**src/design/sfcd_pkg.sv**
```systemverilog
// Shared types and constants for the sensor frame checksum decoder.
package sfcd_pkg;

  // Command codes on the item channel
  localparam logic CMD_BYTE = 1'b0;
  localparam logic CMD_TICK = 1'b1;

  // Frame format
  localparam logic [7:0] SYNC_BYTE  = 8'hAA;
  localparam int unsigned LEN_OFFSET = 5;
  localparam int unsigned MIN_LEN    = 5;
  // Positions 0..16 cover the header and the longest payload (imu)
  localparam int unsigned NUM_HELD   = 17;

  // Function words
  localparam logic [7:0] FUNC_FLOW = 8'h51;
  localparam logic [7:0] FUNC_ALT  = 8'h52;
  localparam logic [7:0] FUNC_IMU  = 8'h53;
  localparam logic [7:0] FUNC_ATT  = 8'h54;

  // Subtype codes
  localparam logic [7:0] SUB_RAW   = 8'h00;
  localparam logic [7:0] SUB_FUSED = 8'h01;

  // Stale limit after reset
  localparam logic [15:0] STALE_LIMIT_RESET = 16'd10;

  typedef enum logic [2:0] {
    ST_DECODED       = 3'd0,
    ST_BAD_FRAME     = 3'd1,
    ST_BAD_CHECKSUM  = 3'd2,
    ST_TICK_COUNTING = 3'd3,
    ST_TICK_TIMEOUT  = 3'd4
  } status_t;

  typedef enum logic [3:0] {
    KIND_FLOW_RAW   = 4'd0,
    KIND_FLOW_FUSED = 4'd1,
    KIND_ALT_RAW    = 4'd2,
    KIND_ALT_FUSED  = 4'd3,
    KIND_IMU_RAW    = 4'd4,
    KIND_IMU_FILT   = 4'd5,
    KIND_EULER      = 4'd6,
    KIND_QUAT       = 4'd7,
    KIND_OTHER      = 4'd8
  } kind_t;

  typedef struct packed {
    logic       command;
    logic [7:0] rx_byte;
    logic       frame_end;
  } item_t;

  typedef struct packed {
    status_t     status;
    kind_t       record_kind;
    logic [7:0]  quality;
    logic [7:0]  light;
    logic [15:0] word_a;
    logic [15:0] word_b;
    logic [15:0] word_c;
    logic [15:0] word_d;
    logic [15:0] word_e;
    logic [15:0] word_f;
    logic        timeout_flag;
  } result_t;

endpackage

```
**src/design/sfcd_if.sv**
```systemverilog
// Channel interfaces: input items, results and the stale limit write port.
interface sfcd_in_if;
  logic       valid;
  logic       ready;
  logic       command;
  logic [7:0] rx_byte;
  logic       frame_end;

  modport source (output valid, output command, output rx_byte, output frame_end,
                  input ready);
  modport sink   (input valid, input command, input rx_byte, input frame_end,
                  output ready);
endinterface

interface sfcd_out_if;
  logic        valid;
  logic        ready;
  logic [2:0]  status;
  logic [3:0]  record_kind;
  logic [7:0]  quality;
  logic [7:0]  light;
  logic [15:0] word_a;
  logic [15:0] word_b;
  logic [15:0] word_c;
  logic [15:0] word_d;
  logic [15:0] word_e;
  logic [15:0] word_f;
  logic        timeout_flag;

  modport source (output valid, output status, output record_kind, output quality,
                  output light, output word_a, output word_b, output word_c,
                  output word_d, output word_e, output word_f, output timeout_flag,
                  input ready);
  modport sink   (input valid, input status, input record_kind, input quality,
                  input light, input word_a, input word_b, input word_c,
                  input word_d, input word_e, input word_f, input timeout_flag,
                  output ready);
endinterface

interface sfcd_cfg_if;
  logic        valid;
  logic        ready;
  logic [15:0] data;

  modport source (output valid, output data, input ready);
  modport sink   (input valid, input data, output ready);
endinterface

```
**src/design/sfcd_in_stage.sv**
```systemverilog
// Input register: holds one item until the decode stage consumes it.
module sfcd_in_stage
  import sfcd_pkg::*;
(
  input  logic      clk,
  input  logic      rst,
  sfcd_in_if.sink   items,
  input  logic      go,
  output logic      s_valid,
  output item_t     s_item
);

  // Take a new item whenever the register is empty or being drained
  assign items.ready = !s_valid || go;

  always_ff @(posedge clk) begin
    if (rst) begin
      s_valid <= 1'b0;
    end else if (items.ready) begin
      s_valid <= items.valid;
    end
  end

  // Payload needs no reset
  always_ff @(posedge clk) begin
    if (items.valid && items.ready) begin
      s_item.command   <= items.command;
      s_item.rx_byte   <= items.rx_byte;
      s_item.frame_end <= items.frame_end;
    end
  end

endmodule

```
**src/design/sfcd_core.sv**
```systemverilog
// Frame state, checks, decode and the result register.
module sfcd_core
  import sfcd_pkg::*;
#(
  parameter int unsigned FRAME_BYTES = 32
)
(
  input  logic       clk,
  input  logic       rst,
  input  logic       s_valid,
  input  item_t      s_item,
  output logic       go,
  sfcd_cfg_if.sink   cfg,
  sfcd_out_if.source results
);

  // Count runs to FRAME_BYTES + 1 to mark overflow
  localparam int unsigned CW = $clog2(FRAME_BYTES + 2);
  localparam logic [CW-1:0] FB = CW'(FRAME_BYTES);

  logic [CW-1:0] cnt, cnt_next;
  logic [7:0]    sum, sum_next;
  logic [15:0]   stale_count, stale_next;
  logic          timed_out, to_next;
  logic [15:0]   stale_limit;
  logic [7:0]    store [NUM_HELD];

  logic          emit;
  logic          adv;
  logic          o_valid;
  result_t       res, res_next;
  logic [7:0]    e [NUM_HELD];
  logic [9:0]    len_cmp, hdr_len;
  logic          bad_frame;
  kind_t         kind;

  // Frame bytes as seen after this byte: stored, current, or zero past the end
  always_comb begin
    for (int p = 0; p < NUM_HELD; p++) begin
      if (cnt == CW'(p)) begin
        e[p] = s_item.rx_byte;
      end else if (cnt > CW'(p)) begin
        e[p] = store[p];
      end else begin
        e[p] = 8'h00;
      end
    end
  end

  // Header and length check
  assign len_cmp = 10'(cnt) + 10'd1;
  assign hdr_len = 10'(e[3]) + 10'(LEN_OFFSET);
  assign bad_frame = (cnt >= FB) || (len_cmp < 10'(MIN_LEN)) ||
                     (e[0] != SYNC_BYTE) || (e[1] != SYNC_BYTE) ||
                     (hdr_len != len_cmp);

  // Record kind from function word and subtype
  always_comb begin
    case (e[2])
      FUNC_FLOW: kind = (e[4] == SUB_RAW) ? KIND_FLOW_RAW : KIND_FLOW_FUSED;
      FUNC_ALT:  kind = (e[4] == SUB_RAW) ? KIND_ALT_RAW  : KIND_ALT_FUSED;
      FUNC_IMU:  kind = (e[4] == SUB_RAW) ? KIND_IMU_RAW  : KIND_IMU_FILT;
      FUNC_ATT:  kind = (e[4] == SUB_RAW) ? KIND_EULER    : KIND_QUAT;
      default:   kind = KIND_OTHER;
    endcase
    if (e[4] != SUB_RAW && e[4] != SUB_FUSED) begin
      kind = KIND_OTHER;
    end
  end

  // Next state and result for the item in the input register
  always_comb begin
    res_next    = '0;
    cnt_next    = cnt;
    sum_next    = sum;
    stale_next  = stale_count;
    to_next     = timed_out;
    emit        = 1'b0;
    if (s_valid) begin
      if (s_item.command == CMD_TICK) begin
        emit = 1'b1;
        if (stale_count < stale_limit) begin
          stale_next = stale_count + 16'd1;
        end else begin
          to_next = 1'b1;
        end
        res_next.status = to_next ? ST_TICK_TIMEOUT : ST_TICK_COUNTING;
      end else begin
        if (cnt <= FB) begin
          cnt_next = cnt + CW'(1);
        end
        sum_next = sum + s_item.rx_byte;
        if (s_item.frame_end) begin
          emit     = 1'b1;
          cnt_next = '0;
          sum_next = '0;
          if (bad_frame) begin
            res_next.status = ST_BAD_FRAME;
          end else begin
            stale_next = '0;
            // The last byte carries the sum of all bytes before it
            if (sum != s_item.rx_byte) begin
              res_next.status = ST_BAD_CHECKSUM;
            end else begin
              res_next.status      = ST_DECODED;
              res_next.record_kind = kind;
              case (kind)
                KIND_FLOW_RAW: begin
                  res_next.quality = e[5];
                  res_next.word_a  = {8'h00, e[6]};
                  res_next.word_b  = {8'h00, e[7]};
                  res_next.light   = e[8];
                end
                KIND_FLOW_FUSED: begin
                  res_next.quality = e[5];
                  res_next.word_a  = {e[6], e[7]};
                  res_next.word_b  = {e[8], e[9]};
                  res_next.word_c  = {e[10], e[11]};
                  res_next.word_d  = {e[12], e[13]};
                  res_next.light   = e[14];
                end
                KIND_ALT_RAW, KIND_ALT_FUSED: begin
                  res_next.word_a = {e[5], e[6]};
                end
                KIND_IMU_RAW, KIND_IMU_FILT: begin
                  res_next.word_a = {e[5], e[6]};
                  res_next.word_b = {e[7], e[8]};
                  res_next.word_c = {e[9], e[10]};
                  res_next.word_d = {e[11], e[12]};
                  res_next.word_e = {e[13], e[14]};
                  res_next.word_f = {e[15], e[16]};
                end
                KIND_EULER: begin
                  res_next.word_a = {e[5], e[6]};
                  res_next.word_b = {e[7], e[8]};
                  res_next.word_c = {e[9], e[10]};
                end
                KIND_QUAT: begin
                  res_next.word_a = {e[5], e[6]};
                  res_next.word_b = {e[7], e[8]};
                  res_next.word_c = {e[9], e[10]};
                  res_next.word_d = {e[11], e[12]};
                end
                default: begin
                end
              endcase
            end
          end
        end
      end
      res_next.timeout_flag = to_next;
    end
  end

  // Stage drains unless it has a result and the output register is held
  assign go  = !emit || !o_valid || results.ready;
  assign adv = s_valid && go;

  // Control state
  always_ff @(posedge clk) begin
    if (rst) begin
      cnt         <= '0;
      sum         <= '0;
      stale_count <= '0;
      timed_out   <= 1'b0;
    end else if (adv) begin
      cnt         <= cnt_next;
      sum         <= sum_next;
      stale_count <= stale_next;
      timed_out   <= to_next;
    end
  end

  // Frame byte store, written at the current position
  always_ff @(posedge clk) begin
    if (adv && s_item.command == CMD_BYTE) begin
      for (int p = 0; p < NUM_HELD; p++) begin
        if (cnt == CW'(p)) begin
          store[p] <= s_item.rx_byte;
        end
      end
    end
  end

  // Stale limit register
  assign cfg.ready = 1'b1;
  always_ff @(posedge clk) begin
    if (rst) begin
      stale_limit <= STALE_LIMIT_RESET;
    end else if (cfg.valid) begin
      stale_limit <= cfg.data;
    end
  end

  // Result register
  always_ff @(posedge clk) begin
    if (rst) begin
      o_valid <= 1'b0;
    end else if (adv && emit) begin
      o_valid <= 1'b1;
    end else if (results.ready) begin
      o_valid <= 1'b0;
    end
  end

  always_ff @(posedge clk) begin
    if (adv && emit) begin
      res <= res_next;
    end
  end

  assign results.valid        = o_valid;
  assign results.status       = res.status;
  assign results.record_kind  = res.record_kind;
  assign results.quality      = res.quality;
  assign results.light        = res.light;
  assign results.word_a       = res.word_a;
  assign results.word_b       = res.word_b;
  assign results.word_c       = res.word_c;
  assign results.word_d       = res.word_d;
  assign results.word_e       = res.word_e;
  assign results.word_f       = res.word_f;
  assign results.timeout_flag = res.timeout_flag;

endmodule

```
**src/design/sensor_frame_checksum_decoder_top.sv**
```systemverilog
// Top level of the sensor frame checksum decoder.
//
// Takes one transaction per clock on the item channel unless the result
// register is held full: a received UART byte (with its end-of-frame mark)
// or a poll tick. Each item passes the input register and is checked and
// decoded in one pass into the result register; the sustained rate is one
// item per cycle while results drain. The frame counters and stale counter
// update in that same pass. A byte closing a frame and every tick give one
// result; other bytes give none. The result register lets items that give
// no result pass while a result waits. The user must write the stale limit
// (reset 10) on the cfg channel only while idle; the block does not enforce it.
// FRAME_BYTES (18..256) sets the largest frame before overflow is reported.
module sensor_frame_checksum_decoder_top
  import sfcd_pkg::*;
#(
  parameter int unsigned FRAME_BYTES = 32
)
(
  input  logic       clk,
  input  logic       rst,
  sfcd_in_if.sink    items,
  sfcd_out_if.source results,
  sfcd_cfg_if.sink   cfg
);

  logic  s_valid;
  item_t s_item;
  logic  go;

  sfcd_in_stage u_in_stage (
    .clk     (clk),
    .rst     (rst),
    .items   (items),
    .go      (go),
    .s_valid (s_valid),
    .s_item  (s_item)
  );

  sfcd_core #(
    .FRAME_BYTES (FRAME_BYTES)
  ) u_core (
    .clk     (clk),
    .rst     (rst),
    .s_valid (s_valid),
    .s_item  (s_item),
    .go      (go),
    .cfg     (cfg),
    .results (results)
  );

endmodule

```
**src/flat_wrapper.sv**
```systemverilog
// flat-port wrapper written by rule: the top's interface ports become plain ports
module sensor_frame_checksum_decoder_top_flat import sfcd_pkg::*;
#(
  parameter int unsigned FRAME_BYTES = 32
)
  (clk, rst, items_valid, items_command, items_rx_byte, items_frame_end, items_ready, results_valid, results_status, results_record_kind, results_quality, results_light, results_word_a, results_word_b, results_word_c, results_word_d, results_word_e, results_word_f, results_timeout_flag, results_ready, cfg_valid, cfg_data, cfg_ready);
  sfcd_in_if items_i ();
  sfcd_out_if results_i ();
  sfcd_cfg_if cfg_i ();
  input  logic clk;
  input  logic rst;
  input wire logic [$bits(items_i.valid)-1:0] items_valid;
  input wire logic [$bits(items_i.command)-1:0] items_command;
  input wire logic [$bits(items_i.rx_byte)-1:0] items_rx_byte;
  input wire logic [$bits(items_i.frame_end)-1:0] items_frame_end;
  output wire logic [$bits(items_i.ready)-1:0] items_ready;
  output wire logic [$bits(results_i.valid)-1:0] results_valid;
  output wire logic [$bits(results_i.status)-1:0] results_status;
  output wire logic [$bits(results_i.record_kind)-1:0] results_record_kind;
  output wire logic [$bits(results_i.quality)-1:0] results_quality;
  output wire logic [$bits(results_i.light)-1:0] results_light;
  output wire logic [$bits(results_i.word_a)-1:0] results_word_a;
  output wire logic [$bits(results_i.word_b)-1:0] results_word_b;
  output wire logic [$bits(results_i.word_c)-1:0] results_word_c;
  output wire logic [$bits(results_i.word_d)-1:0] results_word_d;
  output wire logic [$bits(results_i.word_e)-1:0] results_word_e;
  output wire logic [$bits(results_i.word_f)-1:0] results_word_f;
  output wire logic [$bits(results_i.timeout_flag)-1:0] results_timeout_flag;
  input wire logic [$bits(results_i.ready)-1:0] results_ready;
  input wire logic [$bits(cfg_i.valid)-1:0] cfg_valid;
  input wire logic [$bits(cfg_i.data)-1:0] cfg_data;
  output wire logic [$bits(cfg_i.ready)-1:0] cfg_ready;
  assign items_i.valid = items_valid;
  assign items_i.command = items_command;
  assign items_i.rx_byte = items_rx_byte;
  assign items_i.frame_end = items_frame_end;
  assign items_ready = items_i.ready;
  assign results_valid = results_i.valid;
  assign results_status = results_i.status;
  assign results_record_kind = results_i.record_kind;
  assign results_quality = results_i.quality;
  assign results_light = results_i.light;
  assign results_word_a = results_i.word_a;
  assign results_word_b = results_i.word_b;
  assign results_word_c = results_i.word_c;
  assign results_word_d = results_i.word_d;
  assign results_word_e = results_i.word_e;
  assign results_word_f = results_i.word_f;
  assign results_timeout_flag = results_i.timeout_flag;
  assign results_i.ready = results_ready;
  assign cfg_i.valid = cfg_valid;
  assign cfg_i.data = cfg_data;
  assign cfg_ready = cfg_i.ready;
  sensor_frame_checksum_decoder_top #(.FRAME_BYTES(FRAME_BYTES)) u_core (.clk(clk), .rst(rst), .items(items_i), .results(results_i), .cfg(cfg_i));
endmodule
```
**config.mk**
```make
export PLATFORM = sky130hd
export DESIGN_NAME = sensor_frame_checksum_decoder_top_flat
export DESIGN_NICKNAME = d
export VERILOG_FILES = /design/src/design/sfcd_pkg.sv /design/src/design/sfcd_if.sv /design/src/design/sfcd_in_stage.sv /design/src/design/sfcd_core.sv /design/src/design/sensor_frame_checksum_decoder_top.sv /design/src/flat_wrapper.sv
export SDC_FILE = /design/constraint.sdc
export NUM_CORES = 1
export LEC_CHECK = 0
export BUFFER_PORTS_ARGS = -buffer_cell sky130_fd_sc_hd__buf_4
export CAP_MARGIN = 20
export CORE_AREA = 2 2 180 182
export CTS_CLUSTER_SIZE = 16
export DETAILED_ROUTE_END_ITERATION = 12
export DIE_AREA = 0 0 182 184
export PLACE_DENSITY = 0.68
export SLEW_MARGIN = 5
export SYNTH_ARGS = -nofsm -noshare
export SYNTH_HDL_FRONTEND = slang
export SYNTH_HIERARCHICAL = 1
export SYNTH_SLANG_ARGS = --single-unit
```
**constraint.sdc**
```tcl
create_clock -name clk -period 10.7 [get_ports clk]
set_input_delay 1.605 -clock clk [delete_from_list [all_inputs] [get_ports clk]]
set_output_delay 1.605 -clock clk [all_outputs]
set_load 0.01 [all_outputs]
```
Word-level counts from Yosys, hierarchy flattened
Memories as Yosys holds them, arrays and structs flattened. Index checks and enable logic that the tools add are counted.

Register bits after elaboration: 179. Memory bits (writable): 136. Input port bits: 31. Output and inout bits: 123. Logic and storage cells: 302. Memories: 1.

Add/subtract/negate cells: 5. Order comparisons: 21. Eq/ne operators: 34. Mux-type cells: 168. Bitwise logic cells: 4. Reduce and logical (&&, ||, !) cells: 48.

Memories: u_core.u_core.store (words 17, bits a word 8, rd ports 17, clocked after Yosys merged registers in 0, wr ports 1, line sfcd_core.sv:26) `logic [7:0] store [NUM_HELD];`.

Operators by type and width (number): 2-to-1 mux 8 bit (51); 2-to-1 mux 116 bit (2); OR reduction 8 bit (16); 2-to-1 mux 119 bit (1); case mux 16 bit (2 select lines) (3); case mux 16 bit (3 select lines) (2); 2-to-1 mux 1 bit (80); 2-to-1 mux 5 bit (16); 2-to-1 mux 16 bit (4); == test 6 x 4 -> 1 bit, second input constant (8); greater-than comparator 6 x 4 -> 1 bit, second input constant (8); == test 8 x 7 -> 1 bit, second input constant (4); 2-to-1 mux 32 bit (1); == test 6 x 3 -> 1 bit, second input constant (4); greater-than comparator 6 x 3 -> 1 bit, second input constant (4); adder 16 x 1 -> 16 bit, second input constant (1); == test 4 x 3 -> 1 bit, second input constant (4); less-than comparator 16 bit (1); inequality test 8 bit, second input constant (2); case mux 4 bit (4 select lines) (1); == test 6 x 2 -> 1 bit, second input constant (2); greater-than comparator 6 x 1 -> 1 bit, second input constant (2); greater-than comparator 6 x 2 -> 1 bit, second input constant (2); 2-to-1 mux 6 bit (2); other kinds (38) (59).

Logic depth before layout (Yosys ltp)
Gate-level depths: netlist (run 1).

Depth after elaboration: 27. Depth in mapped cells: 19. Gate-level depth less buffers: 15.

Hierarchy
Netlist (run 1), hierarchy kept.

By module, submodules not included: sfcd_core (instances 1, cells an instance 1177, area an instance 13733.2 um2, sequential area each 8648.3 um2); sfcd_in_stage (instances 1, cells an instance 15, area an instance 355.3 um2, sequential area each 320.3 um2).

Worst setup path before layout (run 1)
OpenSTA, ideal clock, no wires.

Path kind: input-to-reg. Start point: in results_ready. End point: reg u_core.u_core.stale_count[13]. Setup time: 0.071 ns. Arrival: 6.110 ns. Required time: 10.629 ns. Setup slack: 4.519 ns. Stages on the path: 10. Buffers on the path: 1. Path through: nand2b_1 -> nand2_1 -> inv_1 -> and3_1 -> and3_1 -> nand2_1 -> or4b_1 -> buf_2 -> or4_1 -> a21oi_1.

Cells in the longest elaborated chain, start to end: 3.

RTL lines: start: declaration (line flat_wrapper.sv:29) `input wire logic [$bits(results_i.ready)-1:0] results_ready;`; logical OR 1 bit (line sfcd_core.sv:156) `assign go = !emit || !o_valid || results.ready;`; logical AND 1 bit (line sfcd_core.sv:157) `assign adv = s_valid && go;`; AND reduction 5 bit (no source line); end signal: assignment (line sfcd_core.sv:169) `stale_count <= stale_next;`; end: declaration (line sfcd_core.sv:23) `logic [15:0] stale_count, stale_next;`.

No other way between the ends. A chain may end at the register's enable or synchronous reset.

Worst setup path after layout (run 1)
Start point: reg u_core.u_core.cnt[3]. End point: reg u_core.u_core.res, in the netlist u_core/u_core/results.word_f[15] (data pin).

Cells in the longest elaborated chain, start to end: 11. Elaborated cells between the ends (all ways): 54. Classes of those cells: add/sub (2); order compare (8); eq/ne (15); mux (18); bitwise (1); reduce/logical (10).

RTL lines: start: declaration (line sfcd_core.sv:21) `logic [CW-1:0] cnt, cnt_next;`; start signal: assignment (line sfcd_core.sv:167) `cnt <= cnt_next;`; greater-than comparator 6 x 3 -> 1 bit (line sfcd_core.sv:42) `end else if (cnt > CW'(p)) begin`; 2-to-1 mux 8 bit (line sfcd_core.sv:42); 2-to-1 mux 8 bit (line sfcd_core.sv:40) `if (cnt == CW'(p)) begin`; zero test 8 bit; 2-to-1 mux 1 bit; case mux 4 bit (4 select lines) (line sfcd_core.sv:59) `case (e[2])`; 2-to-1 mux 4 bit (line sfcd_core.sv:66) `if (e[4] != SUB_RAW && e[4] != SUB_FUSED) begin`; == test 4 x 3 -> 1 bit (line sfcd_core.sv:107) `case (kind)`; OR reduction 2 bit; NOT 1 bit (no source line); OR reduction 6 bit (no source line); end signal: assignment (line sfcd_core.sv:208) `res <= res_next;`; end: declaration (line sfcd_core.sv:31) `result_t res, res_next;`.

Parallel ways exist; a longest one is shown, timed or not.

==> results of run 1 <==
==> flip-flops by register name (all words and copies together) (netlist names) <==
| name | flops |
|---|---|
| u_core/u_core/store | 136 |
| u_core/u_core/results.word_a | 16 |
| u_core/u_core/results.word_b | 16 |
| u_core/u_core/results.word_c | 16 |
| u_core/u_core/results.word_d | 16 |
| u_core/u_core/results.word_e | 16 |
| u_core/u_core/results.word_f | 16 |
| u_core/u_core/stale_count | 16 |
| u_core/u_core/stale_limit | 16 |
| u_core/u_in_stage/s_item | 10 |
| u_core/u_core/results.light | 8 |
| u_core/u_core/results.quality | 8 |
| u_core/u_core/sum | 8 |
| u_core/u_core/cnt | 6 |
| u_core/u_core/results.record_kind | 4 |
| u_core/u_core/results.status | 3 |
| u_core/u_core/results.timeout_flag | 1 |
| u_core/u_core/results.valid | 1 |
| u_core/u_core/timed_out | 1 |
| u_core/u_in_stage/s_valid | 1 |
==> cells by family (layout without fill, tap and decap cells) <==
logic type | count (synthesis) | in the layout
AOI/OAI and AO/OA | 287 | 287
DFF | 315 | 315
adders and majority gates | 29 | 29
and+or+nand+nor | 408 | 408
xor gates and xnor gates | 23 | 23
buffers and inverters | 109 | 275
muxes | 20 | 20
other | 1 | 1
==> worst paths after layout <==
check | startpoint | to | slack [ns] | cells past startpoint
hold reg to reg | u_core/u_core/stale_limit[1] | u_core/u_core/stale_limit[1] | 0.49 | 2
hold / removal | u_core/u_core/stale_limit[1] | u_core/u_core/stale_limit[1] | 0.49 | 2
setup reg to reg | u_core/u_core/cnt[3] | u_core/u_core/results.word_f[15] | 5.15 | 17
setup / recovery | u_core/u_core/cnt[3] | u_core/u_core/results.word_f[15] | 5.15 | 17
==> metrics by stage <==
step	util, %	std cells	area, um2	power, mW	hold WS [ns]
floorplan	-	1192	14100	1.43	0.459
global placement	49.6	1691	15600	1.47	0.474
detailed placement	49.7	1693	15600	1.47	0.477
CTS	53.1	1755	16700	2.58	0.488
global route	53.3	1760	16700	2.65	0.512
finish	53.3	1760	16700	2.55	0.495
==> routing by layer <==
layer,part of all wire [%],wire length (um)
met1,44,15200
met2,46,15900
met3,8.0,2770
met4,2.3,808
met5,0,0
==> power by group <==
group	internal, mW	switching, mW	total, mW	leakage (nW)
clock network	0.647	0.464	1.11	0.505
logic	0.0308	0.0645	0.0953	2.52
registers	1.34	0.00673	1.35	3.04
total	2.02	0.535	2.55	6.07
==> cell type report <==
type,instances,area share [%]
Tap cell,402,3.01
Multi-Input combinational cell,768,28.1
Timing Repair Buffer,178,8.21
Inverter,35,0.800
Clock inverter,18,0.972
Sequential cell,315,53.6
Clock buffer,44,5.37
==> cells in the mapped netlist, types with 5 or more instances <==
cell type	n
dfxtp_1	49
o21ai_1	5
or4_1	6
xnor2_1	19
nor3_1	24
and3_1	15
ha_1	28
nand3_1	60
nand4_1	8
nor4_1	11
o211ai_1	12
nor2_1	115
nand2b_1	6
buf_1	6
nand2_1	113
nor3b_1	6
nor2b_1	12
a22o_1	19
o21ai_0	32
o31ai_1	6
clkbuf_1	61
a21oi_1	57
inv_1	35
a21o_1	7
o22ai_1	33
mux2i_1	19
and2_1	6
a31oi_1	8
a22oi_1	75
o21bai_1	5
edfxtp_1	266
==> cells in the final DEF, fill, tap and decap left out, types with 5 or more instances in the layout <==
master / n
a21oi_1: 57
nor2b_1: 12
inv_1: 34
nand4_1: 8
mux2i_1: 19
buf_4: 173
a31oi_1: 8
xnor2_1: 19
or4_1: 6
o21ai_1: 5
o22ai_1: 33
nor2_1: 115
nor3b_1: 6
o31ai_1: 6
nand2b_1: 6
ha_1: 28
nand3_1: 60
a21o_1: 7
edfxtp_1: 266
o211ai_1: 12
dfxtp_1: 49
a22oi_1: 75
nor4_1: 10
and2_1: 6
clkbuf_16: 34
nand2_1: 113
clkinv_1: 5
and3_1: 15
a22o_1: 19
nor3_1: 24
clkbuf_1: 9
o21bai_1: 5
o21ai_0: 32
==> worst reg2reg max path: cells and delay by family, from the launching register on <==
family	cells	cell delay, ns
simple gates	11	3.49
flops	1	0.50
fa+ha+maj	1	0.27
buf+inv	3	0.77
compound gates	2	0.34
==> run metrics, run 1 <==
CP Max Fanout=24; Multi-input gate area=about 4700 um2; Synth Register Bits=315; largest family of logic cells by synthesized area=simple AND/OR/NAND/NOR gates; share of layout cells above drive strength 1=around 18%; Compound-Gate Fraction of Synth Area=13.7%; fillers=2691; required time of the critical path=11.04 ns; yosys warns=6; initial antenna violation count=0; boundary pin count=between 150 and 200; Post-Synth XOR/XNOR Area=1.53%; Worst Setup Path Type=reg -> reg; Avg WL per Cell=roughly 20 um; largest area contributor in the netlist=edfxtp_1; RSZ-0062 raised after global routing=false; CTS Buf Count=34; vias in the first global route=9574; Nets=1392; dpl ws=4.96 ns; final WL=around 35000 um; critical-path cell list=or4_1 -> nand2_1 -> nand2_1 -> ha_1 -> a21o_1 -> nor3b_1 -> or2_1 -> or4b_1 -> nand3_1 -> nand4_1 -> nor2_1 -> buf_4 -> nand2_1 -> inv_1 -> nand2_1 -> buf_16 -> a21oi_1; outcome=completed; final setup TNS=0 ns; Avg Synthesized Cell Area=11.8 um2; Core Rows=65; Power Density=between 150 and 200 nW/um2; HP Class=reg -> reg; register area share after synthesis=63.7%; clk root buf=clkbuf_16; global-route wire length before repair=around 54000 um; Leakage=6.07 nW; met1 Use GR=approximately 29%; Final Hold Fails=0; largest net degree at the start of global routing=approximately 80; Synth Net Count=between 1000 and 1500; CTS sink cnt=roughly 320; slew margin rel.=approximately 23%; post-CTS setup buffer count=0; Worst-path clk slew=~0.06 ns; ys async rst share=0%; kind of cell adding the most delay to the critical path=simple AND/OR/NAND/NOR gates; Slew Limit Fails=0; synthesized instance count=around 1200; Synth area leaders=edfxtp_1 (57%), dfxtp_1 (7.0%), a22oi_1 (4.0%); Worst-Margin Slew=around 1.1 ns; CP arrival=between 5 and 6 ns; Clk Latency, worst-skew pair=between 0.5 and 0.6 ns; Crit-path slowest cell=or4_1; Total GRT Usage=between 20% and 30%; DRC viols=0; Die W=between 150 and 200 um; gr ovfl total=0; number of flops mapped to enable cells by yosys=roughly 270; Critical Path Most Common Cell=nand2_1; top_reg_cell synth=edfxtp_1; Syn Std Cell Area=14100 um2; die area=between 30000 and 40000 um2; Peak VDD IR=roughly 0.12 mV; drt first pass iters=8; grt met3 use=around 3.4%; Antenna Cells=0; cts hold-fix bufs=0; Yosys top cell area share=a little under three fifths; total number of vias=approximately 10000; final period utilization=about half; initial core utilization=between 40% and 50%; vias per std cell=about 5.8; final setup vio count=0; post-synthesis adder-cell area fraction=roughly 2.6%; Max Clock Freq=about 0.18 GHz; worst setup margin=approximately 5.2 ns; Antenna Nets Post-Route=0; reported max-cap violation count=0; Max Root-Sink Buffers=3; Placeable Area=31400 um2; H-Tree Depth=2; minimum clock period=around 5.5 ns; TritonCTS clock tree=done; Post-Synth Simple-Gate Area=between 10% and 20%; mux cell area share after synthesis=under 10%; gr busiest metal=met2; GPL Wtd Cong=0.895; M2 GR Usage=32.3%; Synth-to-Final Area Change=18.8%; Clock Skews=roughly 0.027 ns; Die H=approximately 180 um; Netlist cell types=between 60 and 70; # port buffers=approximately 150; post-cts repair resize count=0; Largest stage delay, worst path=roughly 0.95 ns; CP Buf/Inv Count=3; Detail Placement HPWL=about 23000 um; Initial DRC Count=~1100; Worst setup EP type=register; Setup crit start kind=register; Register Area=roughly 9000 um2
Note: power is estimated with default switching activity, not from simulation.
==> run 2, diff against run 1 <==
--- a/config.mk
+++ b/config.mk
@@ -5,13 +5,14 @@
 export SDC_FILE = /design/constraint.sdc
 export NUM_CORES = 1
 export LEC_CHECK = 0
+export ABC_AREA = 1
 export BUFFER_PORTS_ARGS = -buffer_cell sky130_fd_sc_hd__buf_4
 export CAP_MARGIN = 20
-export CORE_AREA = 2 2 180 182
+export CORE_AREA = 2 2 185 187
 export CTS_CLUSTER_SIZE = 16
 export DETAILED_ROUTE_END_ITERATION = 12
-export DIE_AREA = 0 0 182 184
-export PLACE_DENSITY = 0.68
+export DIE_AREA = 0 0 187 189
+export PLACE_DENSITY = 0.67
 export SLEW_MARGIN = 5
 export SYNTH_ARGS = -nofsm -noshare
 export SYNTH_HDL_FRONTEND = slang
==> constraint.sdc (replaced) <==
create_clock -name clk -period 5.69 [get_ports clk]
set_input_delay 0.8535 -clock clk [delete_from_list [all_inputs] [get_ports clk]]
set_output_delay 0.8535 -clock clk [all_outputs]
set_load 0.01 [all_outputs]
==> run 2 against run 1 <==
Synthesized cell count rose by 28%; die area rose by 5.5%; register-to-register slack got worse by 3.8 ns.
==> run metrics, run 2 <==
drt first pass iters=5 (-3); Sw Pwr=1.05 mW (+95%); register area share after synthesis=60.3% (-3.4 points); hold slack final=0.461 ns (-0.0336 ns); CP Max Fanout=35 (+46%); Post-Synth Simple-Gate Area=19.9% (+5.9 points); Nets=1724 (+24%); Max Clock Freq=0.233 GHz (+29%); Compound-Gate Fraction of Synth Area=9.16% (-4.5 points); Worst Setup Path Type=reg -> reg; Synth-to-Final Area Change=17.2%; top_reg_cell synth=edfxtp_1; mux cell area share after synthesis=0% (-1.4 points); Setup crit start kind=register; cts hold-fix bufs=0 (unchanged); Synth Net Count=1580 (+26%); CTS sink cnt=315 (unchanged); Die W=187 um (+2.7%); Detail Placement HPWL=25000 um (+9.2%); Avg Synthesized Cell Area=9.78 um2 (-17%); post-CTS setup buffer count=0 (unchanged); initial core utilization=44.7% (-0.19 points); Worst setup EP type=register; outcome=completed; largest net degree at the start of global routing=70 (-15%); Syn Std Cell Area=14900 um2 (+5.6%); Placed Area=16300 um2 (+4.8%); Antenna Nets Post-Route=0 (unchanged); synthesized instance count=1520 (+28%); RSZ-0062 raised after global routing=false; GPL Wtd Cong=0.905 (+1.1%); Initial DRC Count=856 (-24%); clock share of power=43.4% (about the same); switch share=21.5% (+0.52 points); P_int=3.82 mW (+89%); final setup TNS=0 ns (unchanged); Worst-path clk slew=0.06 ns (about the same); TritonCTS clock tree=done; Clock Skews=0.0280 ns (+0.000665 ns); Placeable Area=33300 um2 (+6.0%); post-layout util=52.4% (-0.94 points); vias per std cell=5.30 (-9.0%); Design Area, Final=17400 um2 (+4.1%); Die H=189 um (+2.7%); Most flops, register=u_core/u_core/store; H-Tree Depth=2 (unchanged); gr ovfl total=0 (unchanged); Yosys top cell area share=53.7% (-3.0 points); minimum clock period=4.30 ns (-1.25 ns); Clk Latency, worst-skew pair=0.53 ns (about the same); Synth Register Bits=315 (unchanged); final period utilization=75.5% (+24 points); CP arrival=4.67 ns (-1.22 ns); post-cts repair resize count=0 (unchanged); DRC viols=0 (unchanged); clk root buf=clkbuf_16; Core Rows=67 (+3.1%); Peak VDD IR=0.158 mV (+28%); Final Hold Fails=0 (unchanged); HP Class=reg -> reg; final WL=36900 um (+6.4%); global-route wire length before repair=57700 um (+7.7%); final setup vio count=0 (unchanged); Total GRT Usage=20.5% (+0.20 points); Slew Limit Fails=0 (unchanged); initial antenna violation count=0 (unchanged); reported max-cap violation count=0 (unchanged); Antenna Cells=0 (unchanged); Power Density=279 nW/um2 (+83%); Worst-Margin Slew=1.05 ns (-0.0954 ns); total number of vias=11300 (+11%); non-filler instance count after layout=2138 (+21%); most frequent cells in the layout=nand2_1 (266), edfxtp_1 (266), inv_1 (182); Netlist cell types=46 (-33%); Placed Cells=2073 (+22%); most frequent cells after synthesis=edfxtp_1 (266), nand2_1 (266), inv_1 (182); ys async rst share=0% (unchanged); slew margin rel.=29.4% (+6.4 points); # port buffers=152 (unchanged); die area=35300 um2 (+5.5%); Synth area leaders=edfxtp_1 (54%), nand2_1 (6.7%), dfxtp_1 (6.6%); boundary pin count=154 (unchanged); largest family of logic cells by synthesized area=simple AND/OR/NAND/NOR gates; Gate power share=4.1% (+0.4 points); number of flops mapped to enable cells by yosys=266 (unchanged); share of layout cells above drive strength 1=15.6% (-2.0 points); required time of the critical path=6.07 ns (-4.97 ns); sequential power share=52.5% (-0.3 points); vias in the first global route=10700 (+11%); Leakage=6.78 nW (+12%); yosys warns=6 (unchanged); post-synthesis adder-cell area fraction=2.49% (-0.14 points); Largest register FFs=136 (unchanged); CTS Buf Count=35 (+2.9%); largest area contributor in the netlist=edfxtp_1; Avg WL per Cell=17.2 um (-12%); Post-Synth XOR/XNOR Area=0.942% (-0.59 points); Max Root-Sink Buffers=3 (unchanged)
[run 2: critical path: stages, from the launching register on]
cell and delay, ns:
dfxtp_1 0.47, nor2_4 0.56, nand2_2 0.32, nand2_1 0.16, nand2_1 0.10, ha_1 0.30
inv_1 0.05, nand2_1 0.05, nand2_1 0.04, nor2_1 0.10, nand2_1 0.06, nor2_1 0.10
nand3_1 0.08, nor2_1 0.14, nand3_1 0.11, nor2_2 0.16, nand4_4 0.23, nor2_4 0.69
inv_2 0.24, nor2_1 0.16
[run 2: cells by family (layout without fill, tap and decap cells)]
| group | Yosys count | after routing |
|---|---|---|
| flops | 315 | 315 |
| simple gates | 661 | 661 |
| compound gates | 241 | 241 |
| fa+ha+maj | 29 | 29 |
| buf+inv | 257 | 427 |
| other cells | 1 | 1 |
| xor+xnor | 16 | 16 |
[run 2: path summary, 6_finish.rpt]
| path | depth (start not counted) | end | startpoint | slack (ns) |
|---|---|---|---|---|
| max | 19 | u_core/u_core/results.quality[5] | u_core/u_core/cnt[4] | 1.39 |
| max reg2reg | 19 | u_core/u_core/results.quality[5] | u_core/u_core/cnt[4] | 1.39 |
| min reg2reg | 2 | u_core/u_core/stale_limit[11] | u_core/u_core/stale_limit[11] | 0.46 |
| min | 2 | u_core/u_core/stale_limit[11] | u_core/u_core/stale_limit[11] | 0.46 |
[run 2: layout make-up]
type	count	area [um2]
Timing Repair Buffer	167	1250
Inverter	197	742
Clock buffer	47	952
Fill cell	2988	15900
Tap cell	448	561
Multi-Input combinational cell	948	4830
Clock inverter	16	123
Sequential cell	315	8970
[run 2: power by group through the flow]
stage               Sequential, mW  Combinational, mW  Clock [mW]
global route                  2.56              0.217        2.25
floorplan                     2.62             0.0892           0
detailed placement            2.61              0.198           0
finish                        2.56              0.198        2.11
global placement              2.61              0.194           0
CTS                           2.56              0.198        2.16
[run 2: routing by layer]
metal  global-route usage [%]  wire length (um)  vias to the layer above  share of wire, %
li1                         -                 -                     5511                 -
met5                        0                 0                        -                 0
met2                     35.0             17500                      452                48
met1                     26.7             15600                     5271                42
met3                     2.61              2550                       89               6.9
met4                     7.94              1160                        0               3.2
[run 2: through the flow]
step | power [mW] | setup WS, ns
2_1_floorplan | 2.71 | 0.580
3_3_place_gp | 2.80 | 1.64
3_5_place_dp | 2.80 | 1.46
4_1_cts | 4.91 | 1.46
5_1_grt | 5.03 | 1.03
6_report | 4.87 | 1.39
==> run 3, diff against run 2 <==
--- a/config.mk
+++ b/config.mk
@@ -5,14 +5,14 @@
 export SDC_FILE = /design/constraint.sdc
 export NUM_CORES = 1
 export LEC_CHECK = 0
-export ABC_AREA = 1
+export ABC_AREA = 0
 export BUFFER_PORTS_ARGS = -buffer_cell sky130_fd_sc_hd__buf_4
 export CAP_MARGIN = 20
-export CORE_AREA = 2 2 185 187
+export CORE_AREA = 2 2 180 182
 export CTS_CLUSTER_SIZE = 16
 export DETAILED_ROUTE_END_ITERATION = 12
-export DIE_AREA = 0 0 187 189
-export PLACE_DENSITY = 0.67
+export DIE_AREA = 0 0 182 184
+export PLACE_DENSITY = 0.7
 export SLEW_MARGIN = 5
 export SYNTH_ARGS = -nofsm -noshare
 export SYNTH_HDL_FRONTEND = slang
==> constraint.sdc (replaced) <==
create_clock -name clk -period 3.7 [get_ports clk]
set_input_delay 0.555 -clock clk [delete_from_list [all_inputs] [get_ports clk]]
set_output_delay 0.555 -clock clk [all_outputs]
set_load 0.01 [all_outputs]
==> run 3 against run 2 <==
The run now ends with negative setup slack left; global-route usage is 0.29 points higher; clock skew is 0.0091 ns lower; combinational power is 46% higher; wire length is 1.9% lower; non-clock buffer count is 83 higher; sequential power is 52% higher; first-iteration DRC count is 37% higher; fmax is 13% higher; setup slack worse by 1.5 ns; core utilization is 3.7 points higher; largest power group unchanged.
==> run metrics, run 3 (same netlist as run 1, synthesis figures left out) <==
Clk Latency, worst-skew pair=0.52 ns (about the same); Antenna Cells=0 (unchanged); fillers=2669 (-11%); drt first pass iters=6 (+1); Nets=1465 (-15%); final setup TNS=-0.291 ns (-0.291 ns); largest net degree at the start of global routing=74 (+5.7%); flop2flop setup slack=-0.11 ns (-1.50 ns); Critical R2R Launch=u_core/u_core/cnt[5]; Placed Cells=1759 (-15%); total number of vias=10600 (-6.7%); worst hold path endpoint=u_core/u_in_stage/s_item[9]; Worst setup EP type=register; Die H=184 um (-2.6%); Worst-Margin Slew=0.953 ns (-0.0982 ns); Leakage=6.51 nW (-3.9%); share of layout cells above drive strength 1=25.5% (+9.9 points); Worst-path clk slew=0.06 ns (about the same); DRC viols=0 (unchanged); CTS sink cnt=315 (unchanged); Placeable Area=31400 um2 (-5.7%); Avg WL per Cell=19.7 um (+15%); CP arrival=4.25 ns (-0.42 ns); boundary pin count=154 (unchanged); Power Density=425 nW/um2 (+52%); reg-to-reg endpoint=u_core/u_core/stale_count[11]; Antenna Nets Post-Route=0 (unchanged); vias per std cell=5.77 (+8.9%); gr ovfl total=0 (unchanged); GPL Wtd Cong=0.874 (-3.4%); Largest register FFs=136 (unchanged); Setup crit start kind=register; TritonCTS clock tree=done; Peak VDD IR=0.323 mV (+100%); initial core utilization=44.9% (+0.19 points); H-Tree Depth=2 (unchanged); # port buffers=152 (unchanged); Max Root-Sink Buffers=3 (unchanged); required time of the critical path=4.15 ns (-1.92 ns); Clock Skews=0.0189 ns (-0.00912 ns); most frequent cells in the layout=edfxtp_1 (266), buf_4 (246), nor2_1 (113); vias in the first global route=10100 (-5.4%); final WL=36200 um (-1.9%); final setup vio count=4 (+4); CP Max Fanout=7 (-80%); RSZ-0062 raised after global routing=true; Core Rows=65 (-3.0%); global-route wire length before repair=54900 um (-4.8%); initial antenna violation count=0 (unchanged); Detail Placement HPWL=24000 um (-3.8%); Synth-to-Final Area Change=24.9%; commonest non-fill, non-tap cell in the layout=edfxtp_1; Max Clock Freq=0.263 GHz (+13%); Final Hold Fails=0 (unchanged); worst setup margin=-0.106 ns (-1.50 ns); Die W=182 um (-2.7%); final period utilization=103% (+27 points); Most flops, register=u_core/u_core/store; failing checks=negative setup slack; slew margin rel.=36.5% (+7.1 points); cts hold-fix bufs=0 (unchanged); Slew Limit Fails=0 (unchanged); Total GRT Usage=20.8% (+0.29 points); non-filler instance count after layout=1832 (-14%); Initial DRC Count=1173 (+37%); die area=33500 um2 (-5.2%); minimum clock period=3.81 ns (-0.490 ns); outcome=complete, but fails checks; Hold Crit Depth=1 (-1); reported max-cap violation count=0 (unchanged); Worst R2R Path Depth=13 (-6); Worst Setup Path Type=reg -> reg; HP Class=in -> reg; clk root buf=clkbuf_16; HP Start=items_command; CTS Buf Count=34 (-2.9%)
[run 3: where the power goes]
group	switching [mW]	internal, mW
combinational	0.187	0.102
clock	1.36	1.92
sequential	0.0241	3.88
[run 3: how the worst max path moves through the flow]
stage / start / to / cells past startpoint
2_1_floorplan: u_core/u_core/cnt[2] / u_core/u_core/stale_count[11] / 17
3_3_place_gp: u_core/u_core/cnt[4] / u_core/u_core/stale_count[11] / 11
3_5_place_dp: u_core/u_core/cnt[4] / u_core/u_core/stale_count[13] / 11
4_1_cts: u_core/u_core/cnt[2] / u_core/u_core/stale_count[13] / 13
5_1_grt: u_core/u_core/cnt[2] / u_core/u_core/stale_count[13] / 13
6_report: u_core/u_core/cnt[5] / u_core/u_core/stale_count[11] / 13
[run 3: cell type report]
| class | count | area, um2 | share of cell area, % |
|---|---|---|---|
| Multi-Input combinational cell | 769 | 4990 | 28.3 |
| Clock inverter | 19 | 193 | 1.10 |
| Inverter | 35 | 140 | 0.796 |
| Timing Repair Buffer | 250 | 1920 | 10.9 |
| Clock buffer | 42 | 881 | 5.01 |
| Tap cell | 402 | 503 | 2.86 |
| Sequential cell | 315 | 8970 | 51.0 |
[run 3: worst max-delay path, cell delays in order, from the launching register on]
cell,delay [ns]
dfxtp_1,0.31
or4_4,0.59
nand2_2,0.11
nand2_2,0.07
ha_4,0.18
a21o_1,0.16
nor3b_2,0.15
or2_1,0.23
or4b_1,0.48
nand3_2,0.13
a31oi_4,0.09
or4b_4,0.57
or4_4,0.53
a21oi_2,0.12
[run 3: metal layers]
layer	share of wire, %	up-vias	GRT usage [%]	routed length (um)
li1	-	4942	-	-
met1	42	5101	28.2	15200
met2	48	457	34.2	17500
met3	6.9	66	3.63	2510
met4	2.4	0	6.74	881
met5	0	-	0	0
[run 3: repair_timing]
action / CTS / global route
pin swaps: 4 / 6
gates cloned: 0 / 2
endpoints found under the hold margin: 0 / 0
setup endpoints to repair: 82 / 110
gates resized for setup: 4 / 26
setup buffers: 5 / 5
[run 3: through the flow]
stage	total power [mW]	util, %	area, um2	hold slack [ns]	worst slack [ns]
6_report	7.47	56.0	17600	0.218	-0.106
5_1_grt	7.73	56.0	17600	0.197	-0.212
4_1_cts	7.55	55.4	17400	0.196	-0.0264
3_5_place_dp	4.27	51.8	16300	0.482	-0.220
3_3_place_gp	4.26	51.8	16300	0.474	-0.0839
2_1_floorplan	4.13	-	14400	0.459	-0.441
